===== config.mk =====
export PLATFORM = sky130hd
export DESIGN_NAME = bus_frame_receive_tracker
export DESIGN_NICKNAME = d
export VERILOG_FILES = /design/src/hw/rtl/bfrt_pkg.sv /design/src/hw/rtl/bfrt_ram.sv /design/src/hw/rtl/bus_frame_receive_tracker.sv
export SDC_FILE = /design/constraint.sdc
export NUM_CORES = 1
export LEC_CHECK = 0
export BUFFER_PORTS_ARGS = -buffer_cell sky130_fd_sc_hd__buf_2
export CAP_MARGIN = 15
export CORE_ASPECT_RATIO = 0.75
export CORE_UTILIZATION = 55
export CTS_BUF_LIST = sky130_fd_sc_hd__clkbuf_8
export DETAILED_ROUTE_END_ITERATION = 8
export GPL_TIMING_DRIVEN = 0
export PLACE_DENSITY = 0.68
export RECOVER_POWER = 50
export REMOVE_ABC_BUFFERS = 1
export SLEW_MARGIN = 20
export SYNTH_ARGS = -nofsm -noshare
export SYNTH_HDL_FRONTEND = slang
export SYNTH_SLANG_ARGS = --single-unit

===== constraint.sdc =====
create_clock -name clk -period 7.3 [get_ports clk]
set_clock_uncertainty 0.15 [all_clocks]
set_input_delay 0.365 -clock clk [delete_from_list [all_inputs] [get_ports clk]]
set_output_delay 0.365 -clock clk [all_outputs]
set_load 0.1 [all_outputs]

===== src/hw/rtl/bfrt_pkg.sv =====
package bfrt_pkg;

  localparam logic [7:0] DEST_POSITION     = 8'd2;
  localparam logic [7:0] POLL_FRAME_LENGTH = 8'd1;
  localparam logic [7:0] OWN_ADDRESS_RESET = 8'd11;

  localparam logic ACTION_BYTE = 1'b0;
  localparam logic ACTION_TAG  = 1'b1;

  typedef struct packed {
    logic       action;
    logic [7:0] rx_byte;
    logic       frame_end;
    logic       rx_error;
    logic [7:0] source_tag;
  } in_item_t;

  typedef struct packed {
    logic       wrote;
    logic [5:0] write_index;
    logic [7:0] write_value;
    logic       write_end_mark;
    logic [7:0] poll_address;
    logic       response_seen;
    logic       overflow;
  } out_item_t;

endpackage


===== src/hw/rtl/bfrt_ram.sv =====
module bfrt_ram #(
  parameter int WIDTH = 8,
  parameter int DEPTH = 64
) (
  input  logic                     clk,
  input  logic                     we,
  input  logic [$clog2(DEPTH)-1:0] waddr,
  input  logic [WIDTH-1:0]         wdata,
  input  logic                     re,
  input  logic [$clog2(DEPTH)-1:0] raddr,
  output logic [WIDTH-1:0]         rdata
);

  logic [WIDTH-1:0] mem [DEPTH];

  always_ff @(posedge clk) begin
    if (we) begin
      mem[waddr] <= wdata;
    end
    if (re) begin
      rdata <= mem[raddr];
    end
  end

endmodule


===== src/hw/rtl/bus_frame_receive_tracker.sv =====
// Bus frame receive tracker.
//
// in_*  : one item per received-byte event or tag request (in_item_t).
// out_* : exactly one result item per input item, in order (out_item_t).
// cfg_* : write of own_address; always ready, write only while idle.
//
// Items pass the middle stage, then the output register. Throughput: one
// item per cycle while out_ready is high. Fill index and frame counters
// update at accept; bytes and end bits share one RAM word per slot, read at
// accept and checked in stage 1 (sticky end bit, tag check), then written.
//
// Reset (rst_n low, synchronous): fill index, frame counters and poll
// address clear, own_address returns to 11, pipeline empties. The RAM is
// not cleared: until the fill index first wraps, slots at or above it
// count as never written, so every end bit starts at zero.
//
// Stall: while out_ready is low the output register holds its item, the
// middle stage may still fill, and then in_ready drops until space frees up.
module bus_frame_receive_tracker #(
  parameter int BUFFER_DEPTH = 64
) (
  input  logic                clk,
  input  logic                rst_n,
  input  logic                in_valid,
  output logic                in_ready,
  input  bfrt_pkg::in_item_t  in_item,
  output logic                out_valid,
  input  logic                out_ready,
  output bfrt_pkg::out_item_t out_item,
  input  logic                cfg_valid,
  output logic                cfg_ready,
  input  logic [7:0]          cfg_data
);

  import bfrt_pkg::*;

  localparam int IDX_W = $clog2(BUFFER_DEPTH);

  // architectural state
  logic [7:0]              own_addr_r;
  logic [IDX_W-1:0]        fill_r, fill_nxt;
  logic                    wrapped_r, wrapped_nxt;   // fill index has wrapped once
  logic [7:0]              frame_len_r, frame_len_nxt;
  logic [7:0]              last_byte_r, last_byte_nxt;
  logic [7:0]              byte_pos_r, byte_pos_nxt;
  logic [7:0]              frame_dest_r, frame_dest_nxt;
  logic [7:0]              poll_r, poll_nxt;

  // middle stage
  logic             s1_valid_r;
  logic             s1_wrote_r, s1_wrote_nxt;   // data or end-marker write
  logic             s1_tag_r, s1_tag_nxt;       // tag candidate, needs store check
  logic             s1_known_r, s1_known_nxt;   // slot read has been written
  logic [IDX_W-1:0] s1_idx_r, s1_idx_nxt;
  logic [7:0]       s1_val_r, s1_val_nxt;
  logic             s1_wend_r, s1_wend_nxt;
  logic [7:0]       s1_poll_r;
  logic             s1_resp_r, s1_resp_nxt;
  logic             s1_ovf_r, s1_ovf_nxt;
  logic             s1_fwd_r;
  logic [8:0]       s1_fwd_data_r;

  // output register
  logic      out_valid_r;
  out_item_t out_r, out_nxt;

  logic             accept;
  logic             s1_adv;
  logic             fill_last;
  logic [IDX_W-1:0] tag_slot;
  logic [IDX_W-1:0] rd_addr;
  logic [8:0]       ram_rdata;
  logic [8:0]       cur_word;
  logic             rd_end;
  logic             wend;
  logic             tag_do;
  logic             ram_we;
  logic [8:0]       ram_wdata;
  logic             fwd_hit;

  assign s1_adv    = !out_valid_r || out_ready;
  assign in_ready  = !s1_valid_r || s1_adv;
  assign accept    = in_valid && in_ready;
  assign cfg_ready = 1'b1;
  assign out_valid = out_valid_r;
  assign out_item  = out_r;

  assign fill_last = (fill_r == IDX_W'(BUFFER_DEPTH - 1));
  assign tag_slot  = fill_r - IDX_W'(1);
  // a tag looks at the slot below the fill index, everything else at the fill slot
  assign rd_addr   = (in_item.action == ACTION_TAG) ? tag_slot : fill_r;

  // ---------------- stage 0: control state update at accept ----------------
  always_comb begin
    fill_nxt       = fill_r;
    wrapped_nxt    = wrapped_r;
    frame_len_nxt  = frame_len_r;
    last_byte_nxt  = last_byte_r;
    byte_pos_nxt   = byte_pos_r;
    frame_dest_nxt = frame_dest_r;
    poll_nxt       = poll_r;
    s1_wrote_nxt   = 1'b0;
    s1_tag_nxt     = 1'b0;
    s1_known_nxt   = wrapped_r;   // fill slot was written only on an earlier lap
    s1_idx_nxt     = fill_r;
    s1_val_nxt     = 8'd0;
    s1_wend_nxt    = 1'b0;
    s1_resp_nxt    = 1'b0;
    s1_ovf_nxt     = 1'b0;
    if (in_item.action == ACTION_BYTE) begin
      if (in_item.frame_end) begin
        s1_wrote_nxt   = 1'b1;
        s1_wend_nxt    = 1'b1;
        poll_nxt       = (frame_len_r == POLL_FRAME_LENGTH) ? last_byte_r : 8'd0;
        s1_resp_nxt    = (frame_len_r > POLL_FRAME_LENGTH) && (frame_dest_r == own_addr_r);
        frame_len_nxt  = 8'd0;
        byte_pos_nxt   = 8'd0;
        frame_dest_nxt = 8'd0;
      end else if (!in_item.rx_error) begin
        s1_wrote_nxt  = 1'b1;
        s1_val_nxt    = in_item.rx_byte;
        last_byte_nxt = in_item.rx_byte;
        frame_len_nxt = frame_len_r + 8'd1;
        byte_pos_nxt  = byte_pos_r + 8'd1;
        if (byte_pos_nxt == DEST_POSITION) begin
          frame_dest_nxt = in_item.rx_byte;
        end
      end
      if (s1_wrote_nxt) begin
        if (fill_last) begin
          fill_nxt    = '0;
          wrapped_nxt = 1'b1;
          s1_ovf_nxt  = 1'b1;
        end else begin
          fill_nxt = fill_r + IDX_W'(1);
        end
      end
    end else begin
      // tag: only the slot just below a nonzero fill index, if it is an end marker still holding zero
      s1_idx_nxt   = tag_slot;
      s1_val_nxt   = in_item.source_tag;
      s1_wend_nxt  = 1'b1;
      s1_tag_nxt   = (fill_r != '0);
      s1_known_nxt = (fill_r != '0);
    end
  end

  // ---------------- stage 1: store check and write back ----------------
  // The previous item writes the RAM at the same edge this item's read is
  // issued, so that write is forwarded.
  assign cur_word  = s1_fwd_r ? s1_fwd_data_r : ram_rdata;
  assign rd_end    = s1_known_r && cur_word[8];
  assign tag_do    = s1_tag_r && rd_end && (cur_word[7:0] == 8'd0);
  assign wend      = s1_wend_r || rd_end;   // end bits are sticky
  assign ram_wdata = {wend, s1_val_r};
  assign ram_we    = s1_valid_r && s1_adv && (s1_wrote_r || tag_do);
  assign fwd_hit   = ram_we && (s1_idx_r == rd_addr);

  always_comb begin
    out_nxt                = '0;
    out_nxt.poll_address   = s1_poll_r;
    out_nxt.response_seen  = s1_resp_r;
    out_nxt.overflow       = s1_ovf_r;
    if (s1_wrote_r || tag_do) begin
      out_nxt.wrote          = 1'b1;
      out_nxt.write_index    = 6'(s1_idx_r);
      out_nxt.write_value    = s1_val_r;
      out_nxt.write_end_mark = wend;
    end
  end

  bfrt_ram #(
    .WIDTH (9),
    .DEPTH (BUFFER_DEPTH)
  ) u_byte_store (
    .clk   (clk),
    .we    (ram_we),
    .waddr (s1_idx_r),
    .wdata (ram_wdata),
    .re    (accept),
    .raddr (rd_addr),
    .rdata (ram_rdata)
  );

  // ---------------- registers ----------------
  always_ff @(posedge clk) begin
    if (!rst_n) begin
      own_addr_r   <= OWN_ADDRESS_RESET;
      fill_r       <= '0;
      wrapped_r    <= 1'b0;
      frame_len_r  <= 8'd0;
      last_byte_r  <= 8'd0;
      byte_pos_r   <= 8'd0;
      frame_dest_r <= 8'd0;
      poll_r       <= 8'd0;
      s1_valid_r   <= 1'b0;
      out_valid_r  <= 1'b0;
    end else begin
      if (cfg_valid && cfg_ready) begin
        own_addr_r <= cfg_data;
      end
      if (accept) begin
        fill_r       <= fill_nxt;
        wrapped_r    <= wrapped_nxt;
        frame_len_r  <= frame_len_nxt;
        last_byte_r  <= last_byte_nxt;
        byte_pos_r   <= byte_pos_nxt;
        frame_dest_r <= frame_dest_nxt;
        poll_r       <= poll_nxt;
      end
      if (in_ready) begin
        s1_valid_r <= in_valid;
      end
      if (s1_adv) begin
        out_valid_r <= s1_valid_r;
      end
    end
  end

  always_ff @(posedge clk) begin
    if (accept) begin
      s1_wrote_r    <= s1_wrote_nxt;
      s1_tag_r      <= s1_tag_nxt;
      s1_known_r    <= s1_known_nxt;
      s1_idx_r      <= s1_idx_nxt;
      s1_val_r      <= s1_val_nxt;
      s1_wend_r     <= s1_wend_nxt;
      s1_poll_r     <= poll_nxt;
      s1_resp_r     <= s1_resp_nxt;
      s1_ovf_r      <= s1_ovf_nxt;
      s1_fwd_r      <= fwd_hit;
      s1_fwd_data_r <= ram_wdata;
    end
    if (s1_valid_r && s1_adv) begin
      out_r <= out_nxt;
    end
  end

endmodule


==> results of run 1 <==
-- area by class of cell --
class,count,area (um2),share of cell area [%]
clock buffer,112,1540,4.42
clock inverter,89,468,1.34
inverter,15,71.3,0.205
multi-input combinational,1092,10100,28.9
sequential,706,20600,59.2
tap,731,915,2.62
timing repair buffer,137,1150,3.30
-- placed cells by master (no fill, tap or decap), types with 6 or more instances in the layout --
master / Yosys / routed
a211oi_1: 65 / 65
a21boi_0: 12 / 12
a21oi_1: 16 / 15
a221oi_1: 8 / 8
a22o_1: 16 / 16
a31oi_1: 8 / 8
and2_1: 19 / 18
buf_16: 0 / 12
buf_2: 37 / 54
clkbuf_1: 60 / 29
clkbuf_8: 0 / 112
clkinv_1: 2 / 29
clkinv_2: 0 / 26
dfxtp_1: 57 / 55
dlygate4sd3_1: 0 / 39
edfxtp_1: 649 / 649
ha_1: 8 / 7
inv_1: 9 / 37
mux2_2: 18 / 18
mux2i_1: 210 / 210
mux4_2: 147 / 147
nand2_1: 74 / 74
nand2b_1: 6 / 6
nand3_1: 13 / 13
nand3b_1: 8 / 8
nand4_1: 10 / 10
nor2_1: 102 / 88
nor2_2: 2 / 15
nor2b_1: 78 / 78
nor3_1: 39 / 39
nor4_1: 8 / 8
o211ai_1: 6 / 6
o21ai_0: 59 / 59
o221ai_1: 13 / 13
o22ai_1: 63 / 63
o31ai_1: 7 / 7
or4_1: 6 / 6
xnor2_1: 18 / 17
-- routing by layer --
metal | routed length, um | vias to the layer above | global-route usage, %
met5 | 0 | - | 0
met4 | 1850 | 0 | 7.47
met3 | 7910 | 129 | 7.48
met2 | 35000 | 946 | 39.8
met1 | 34000 | 9668 | 40.7
li1 | - | 8086 | -
-- flip-flops by register name, summed over array words and instances, names as in the netlist, 6 cells and up --
signal	count
out_item	26
fill_r	6
last_byte_r	8
u_byte_store.mem	576
poll_r	8
s1_poll_r	8
s1_fwd_data_r	9
s1_val_r	8
own_addr_r	8
u_byte_store.rdata	9
frame_len_r	8
frame_dest_r	8
s1_idx_r	6
byte_pos_r	8
-- worst paths after layout --
| check | from | to | slack (ps) | depth (start not counted) |
|---|---|---|---|---|
| min | rst_n | own_addr_r[3]$_SDFFE_PN1P_ | 90 | 2 |
| max | out_valid$_SDFFE_PN0P_ | byte_pos_r[5]$_SDFFE_PN0P_ | 1180 | 6 |
| min reg2reg | s1_poll_r[6]$_DFFE_PP_ | out_item[8]$_DFFE_PP_ | 270 | 0 |
| max reg2reg | out_valid$_SDFFE_PN0P_ | byte_pos_r[5]$_SDFFE_PN0P_ | 1180 | 6 |
-- logic make-up (layout without fill, tap and decap cells) --
| kind of cell | after synthesis | in the layout | share of synthesized area (%) |
|---|---|---|---|
| AOI/OAI and AO/OA | 298 | 298 | 6.54 |
| xor gates and xnor gates | 24 | 24 | 0.815 |
| adders and majority gates | 8 | 8 | 0.319 |
| buffers and inverters | 145 | 353 | 2.24 |
| DFF | 706 | 706 | 65.8 |
| muxes | 376 | 376 | 18.0 |
| other | 1 | 1 | 0.0120 |
| and+or+nand+nor | 385 | 385 | 6.23 |
-- power groups by stage --
stage	sequential, mW	clock (mW)	combinational (mW)
2_1_floorplan	4.67	0	0.500
4_1_cts	4.52	3.14	0.879
5_1_grt	4.52	3.30	0.914
3_3_place_gp	4.67	0	0.796
6_report	4.52	3.10	0.866
3_5_place_dp	4.60	0	0.858
-- stage by stage --
stage / setup slack (ps) / hold WS (ps)
floorplan: -8080 / 250
global placement: -18400 / 250
detailed placement: 1630 / 255
CTS: 1610 / 22.6
global route: 817 / 77.7
finish: 1180 / 85.2
-- worst max-delay path: stages (launching register included) --
cell      delay (ps)
dfxtp_1          320
nand3b_1         120
and2_0           620
clkbuf_1        2250
nand2_1         1520
or4_1            820
a21boi_0         180
==> results.sh, run 1 <==
export IMPL_rsz0062_at_grt="no"
export IMPL_coreArea_um2=56100
export IMPL_clock_latency_ps=730
export IMPL_vias=18800
export IMPL_cts_resized=0
export IMPL_hp_class="input pin to flop"
export IMPL_violations="max-capacitance violations, max-slew violations"
export IMPL_htree_levels=3
export IMPL_worstPathMaxFanout=53
export IMPL_dieArea_um2=57900
export IMPL_grt_usage_pct=27.3
export IMPL_placed_area_um2=32800
export IMPL_fin_area_um2=34900
export IMPL_power_mw=8.49
export IMPL_drive_gt1_share_pct=19.3
export IMPL_drc=0
export IMPL_avgRoutedWirePerCell_um=27.3
export IMPL_routed_wl_um=78700
export IMPL_p_leak_nw=11.0
export IMPL_finalSetupViolCount=0
export IMPL_yosysWarnings=0
export IMPL_synth_distinct_cells=71
export IMPL_status="complete, but fails checks"
export IMPL_tightest_slew_ps=3150
export IMPL_initial_core_util_pct=55.8
export IMPL_port_buffers=59
export IMPL_final_util_pct=62.1
export IMPL_gp_congestion=0.876
export IMPL_worst_endpoint_arrival_ps=6620
export IMPL_p_clk_share_pct=36.5
export IMPL_net_switching_power_mw=2.15
export IMPL_fin_crit_ps=6120
export IMPL_dp_cells=2641
export IMPL_area_growth_pct=11.2
export IMPL_grt_pass1_vias=18700
export IMPL_swShare_pct=25.3
export IMPL_fmax_mhz=163
export IMPL_netlist_instances=1943
export IMPL_cts_clk_slew_worst_paths_ps=70
export IMPL_synthTopCellsByCount="edfxtp_1, mux2i_1, mux4_2, nor2_1, nor2b_1"
export IMPL_layout_cells_non_filler=2882
export IMPL_cts_buffers=107
export IMPL_grt_pass1_wl_um=117000
export IMPL_synth_area_um2=31300
export IMPL_finalHoldViolCount=0
export IMPL_antenna_cells=0
export IMPL_synth_most_common_cell="edfxtp_1"
export IMPL_num_io_pins=61
export IMPL_postSynth_asyncResetShare_pct=0
export IMPL_n_fill_cell=4064
export IMPL_startpoint_type="flop"
export IMPL_synth_top_area_share_pct=62.2
export IMPL_cap_violations=3
export IMPL_grt_max_degree=103
export IMPL_dp_hpwl_um=49100
export IMPL_required_ps=7800
export IMPL_grt_ovfl_total=0
export IMPL_vias_per_cell=6.53
export IMPL_firstDrtPassIters=6
export IMPL_ys_ff_latch=706
export IMPL_slew_headroom_pct=-110
export IMPL_synth_edff_count=649
export IMPL_root_buffer="clkbuf_8"
export IMPL_p_int_mw=6.34
export IMPL_path_class="flop to flop"
export IMPL_tns_ps=0
export IMPL_p_per_area_nw_per_um2=243
export IMPL_cp_end_kind="flop"
export IMPL_ys_flop_type="edfxtp_1"
export IMPL_antenna_found_initial=1
export IMPL_synth_area_leader_cell="edfxtp_1"
export IMPL_finalCritPeriodShare_pct=83.8
export IMPL_maxSlewViolCount=140
export IMPL_clockBufferDepth=3
export IMPL_ys_seq_area_share_pct=65.8
export IMPL_clkSinkCount=706
export IMPL_num_rows=75
export IMPL_cts_tree="done"
export IMPL_avgSynthCellArea_um2=16.1
export IMPL_fin_nets=2099
export IMPL_netlist_top_cells_area="edfxtp_1, mux4_2, mux2i_1"
export IMPL_die_x_um=278
export IMPL_ir_worst_vdd_v=0.000152
export IMPL_power_frac_comb_pct=10.2
export IMPL_postCtsSetupBuffers=0
export IMPL_hold_buffers=39
export IMPL_drtAntennaViolNets=0
export IMPL_drtIter0Drc=2357
export IMPL_p_seq_share_pct=53.3
export IMPL_die_y_um=209
Power figures use the tool's default switching activity.
==> run 2: changes to the inputs <==
Settings changed: ABC_AREA from default to 1, PLACE_DENSITY 0.68 to 0.71.
Clock period 7.3 ns to 5.5 ns, I/O delays scaled along.
==> run 2 against run 1 <==
The flow still finishes with violations (max-capacitance violations, max-slew violations). Via count is 19% higher. Clock power rose by 27%. Die area fell by 1.2%. Global-route usage increased by 0.27 points. Routed wire length fell by 0.54%. Largest cell class unchanged. Critical path depth increased by 7. Combinational power rose by 58%. Register-to-register slack worse by 100 ps. Utilization grew 0.80 points. Area after synthesis is 1.2% lower.
==> results.sh, run 2 <==
export IMPL_status="complete, but fails checks"
export IMPL_violations="max-capacitance violations, max-slew violations"
export IMPL_netlist_instances=3089
export IMPL_layout_commonest_cell="nand2_1"
export IMPL_largest_reg_flops=576
export IMPL_startpoint_type="input pin"
export IMPL_die_y_um=207
export IMPL_hold_depth=3
export IMPL_path_class="input pin to flop"
export IMPL_drtAntennaViolNets=0
export IMPL_fin_crit_ps=4630
export IMPL_clockBufferDepth=3
export IMPL_antenna_found_initial=1
export IMPL_cts_tree="done"
export IMPL_finalHoldViolCount=0
export IMPL_fmax_mhz=216
export IMPL_final_cell_mix="nand2_1, inv_1, edfxtp_1"
export IMPL_synth_distinct_cells=33
export IMPL_postSynth_asyncResetShare_pct=0
export IMPL_worstPathMaxFanout=115
export IMPL_gp_congestion=0.856
export IMPL_yosysWarnings=0
export IMPL_worstHoldEndpoint="s1_valid_r$_SDFFE_PN0N_"
export IMPL_synth_most_common_cell="nand2_1"
export IMPL_dp_hpwl_um=47200
export IMPL_reg2reg_depth=5
export IMPL_hold_start="in_valid"
export IMPL_drive_gt1_share_pct=6.02
export IMPL_maxSlewViolCount=83
export IMPL_grt_usage_pct=27.6
export IMPL_cts_clk_slew_worst_paths_ps=60
export IMPL_die_x_um=276
export IMPL_p_per_area_nw_per_um2=327
export IMPL_routed_wl_um=78300
export IMPL_firstDrtPassIters=6
export IMPL_ir_worst_vdd_v=0.000191
export IMPL_clock_latency_ps=720
export IMPL_r2r_end="u_byte_store.mem[16][7]$_DFFE_PP_"
export IMPL_cts_buffers=105
export IMPL_slew_headroom_pct=-73.1
export IMPL_cp_end_kind="flop"
export IMPL_synth_area_um2=30900
export IMPL_required_ps=5800
export IMPL_dp_cells=3773
export IMPL_finalSetupViolCount=0
export IMPL_netlist_top_cells_area="edfxtp_1, nand3_1, nand2_1"
export IMPL_port_buffers=59
export IMPL_grt_max_degree=116
export IMPL_power_mw=11.3
export IMPL_layout_cells_non_filler=4028
export IMPL_synth_edff_count=649
export IMPL_ys_ff_latch=706
export IMPL_tightest_slew_ps=2590
export IMPL_hp_class="input pin to flop"
export IMPL_cap_violations=2
export IMPL_rsz0062_at_grt="no"
export IMPL_grt_pass1_wl_um=119000
export IMPL_avgSynthCellArea_um2=10.0
export IMPL_num_rows=74
export IMPL_whs_ps=230
export IMPL_grt_ovfl_total=0
export IMPL_synth_top_area_share_pct=63.0
export IMPL_tns_ps=0
export IMPL_root_buffer="clkbuf_8"
export IMPL_synthTopCellsByCount="nand2_1, edfxtp_1, nand3_1, inv_1, nor2_1"
export IMPL_coreArea_um2=55000
export IMPL_vias=22400
export IMPL_num_io_pins=61
export IMPL_grt_pass1_vias=21300
export IMPL_ys_seq_area_share_pct=66.7
export IMPL_fin_nets=3263
export IMPL_clkSinkCount=706
export IMPL_top_register="u_byte_store.mem"
export IMPL_initial_core_util_pct=56.3
export IMPL_htree_levels=3
export IMPL_finalCritPeriodShare_pct=84.1
export IMPL_cp_startpoint="in_item[18]"
export IMPL_ys_flop_type="edfxtp_1"
export IMPL_reg2reg_slack_ps=1080
export IMPL_drc=0
export IMPL_synth_area_leader_cell="edfxtp_1"
export IMPL_area_growth_pct=11.8
export IMPL_dieArea_um2=57200
export IMPL_drtIter0Drc=2555
export IMPL_vias_per_cell=5.56
export IMPL_worst_endpoint_arrival_ps=4930
export IMPL_timing_rr_start="s1_valid_r$_SDFFE_PN0N_"
export IMPL_p_leak_nw=14.6
export IMPL_cts_resized=0
export IMPL_avgRoutedWirePerCell_um=19.4
## run 2: changes by cell type after synthesis, sizes merged, moves of 32 or more
cell and change:
a211oi -63, nor2 +35, mux4 -148, nor2b -78
o22ai -60, nand2 +593, inv +615, a21oi +32
mux2i -210, nand3 +630
## run 2: per-layer routing
layer  vias up  routed length (um)  track usage, %
met5         -                   0               0
met4         0                2180            10.1
met3       172                8080            6.35
met2      1179               35400            40.9
met1     10700               32700            39.9
li1      10300                   -               -
## run 2: worst max-delay path by stage
| stage | endpoint | depth (start not counted) |
|---|---|---|
| after floorplan | u_byte_store.rdata[1]$_DFFE_PP_ | 8 |
| after global placement | u_byte_store.rdata[7]$_DFFE_PP_ | 9 |
| after detailed placement | u_byte_store.rdata[3]$_DFFE_PP_ | 12 |
| after CTS | u_byte_store.rdata[3]$_DFFE_PP_ | 11 |
| after global routing | u_byte_store.rdata[7]$_DFFE_PP_ | 13 |
| final | u_byte_store.rdata[7]$_DFFE_PP_ | 13 |
## run 2: logic make-up after synthesis
logic type	Yosys count	share of synthesized area, %
compound gates	111	1.89
xor+xnor	11	0.311
fa+ha+maj	8	0.323
buf+inv	776	9.95
flops	706	66.7
other cells	1	0.0121
simple gates	1476	20.9
## run 2: area by class of cell
class,count,area (um2)
Antenna cell,1,2.50
Clock buffer,114,1570
Clock inverter,75,347
Fill cell,4258,20400
Inverter,629,2370
Multi-Input combinational cell,1607,7280
Sequential cell,706,20600
Tap cell,722,903
Timing Repair Buffer,174,1500
## run 2: timing repair
action                    4_1_cts  5_1_grt
hold endpoints to repair       60        0
hold buffers                   65        0
buffers inserted                0        0
## run 2: worst max-delay path, cell delays in order
cell and delay (ps):
dlygate4sd3_1 530, clkbuf_1 820, nand2_4 690, nand2_8 610
buf_16 440, buf_16 400, nand2_1 120, nand3_1 110
nand3_1 130, nand3_1 180, nand3_1 170, nand3_1 180
nand2_1 70
## run 2: report_power, final
part           switching [mW]  total, mW  leakage, nW  internal [mW]
Combinational           0.993       1.37         7.14          0.372
Clock                    2.00       3.95         1.12           1.95
Sequential             0.0433       6.00         6.38           5.96
Total                    3.04       11.3         14.6           8.28
## run 2: per-stage QoR
stage                     cell area [um2]  setup slack (ps)  util [%]
after floorplan                     30200            -10120         -
after global placement              31400            -29800      57.1
after detailed placement            32500              1430      59.0
after CTS                           35000              1630      63.7
after global routing                34600               752      62.9
final                               34600               874      62.9
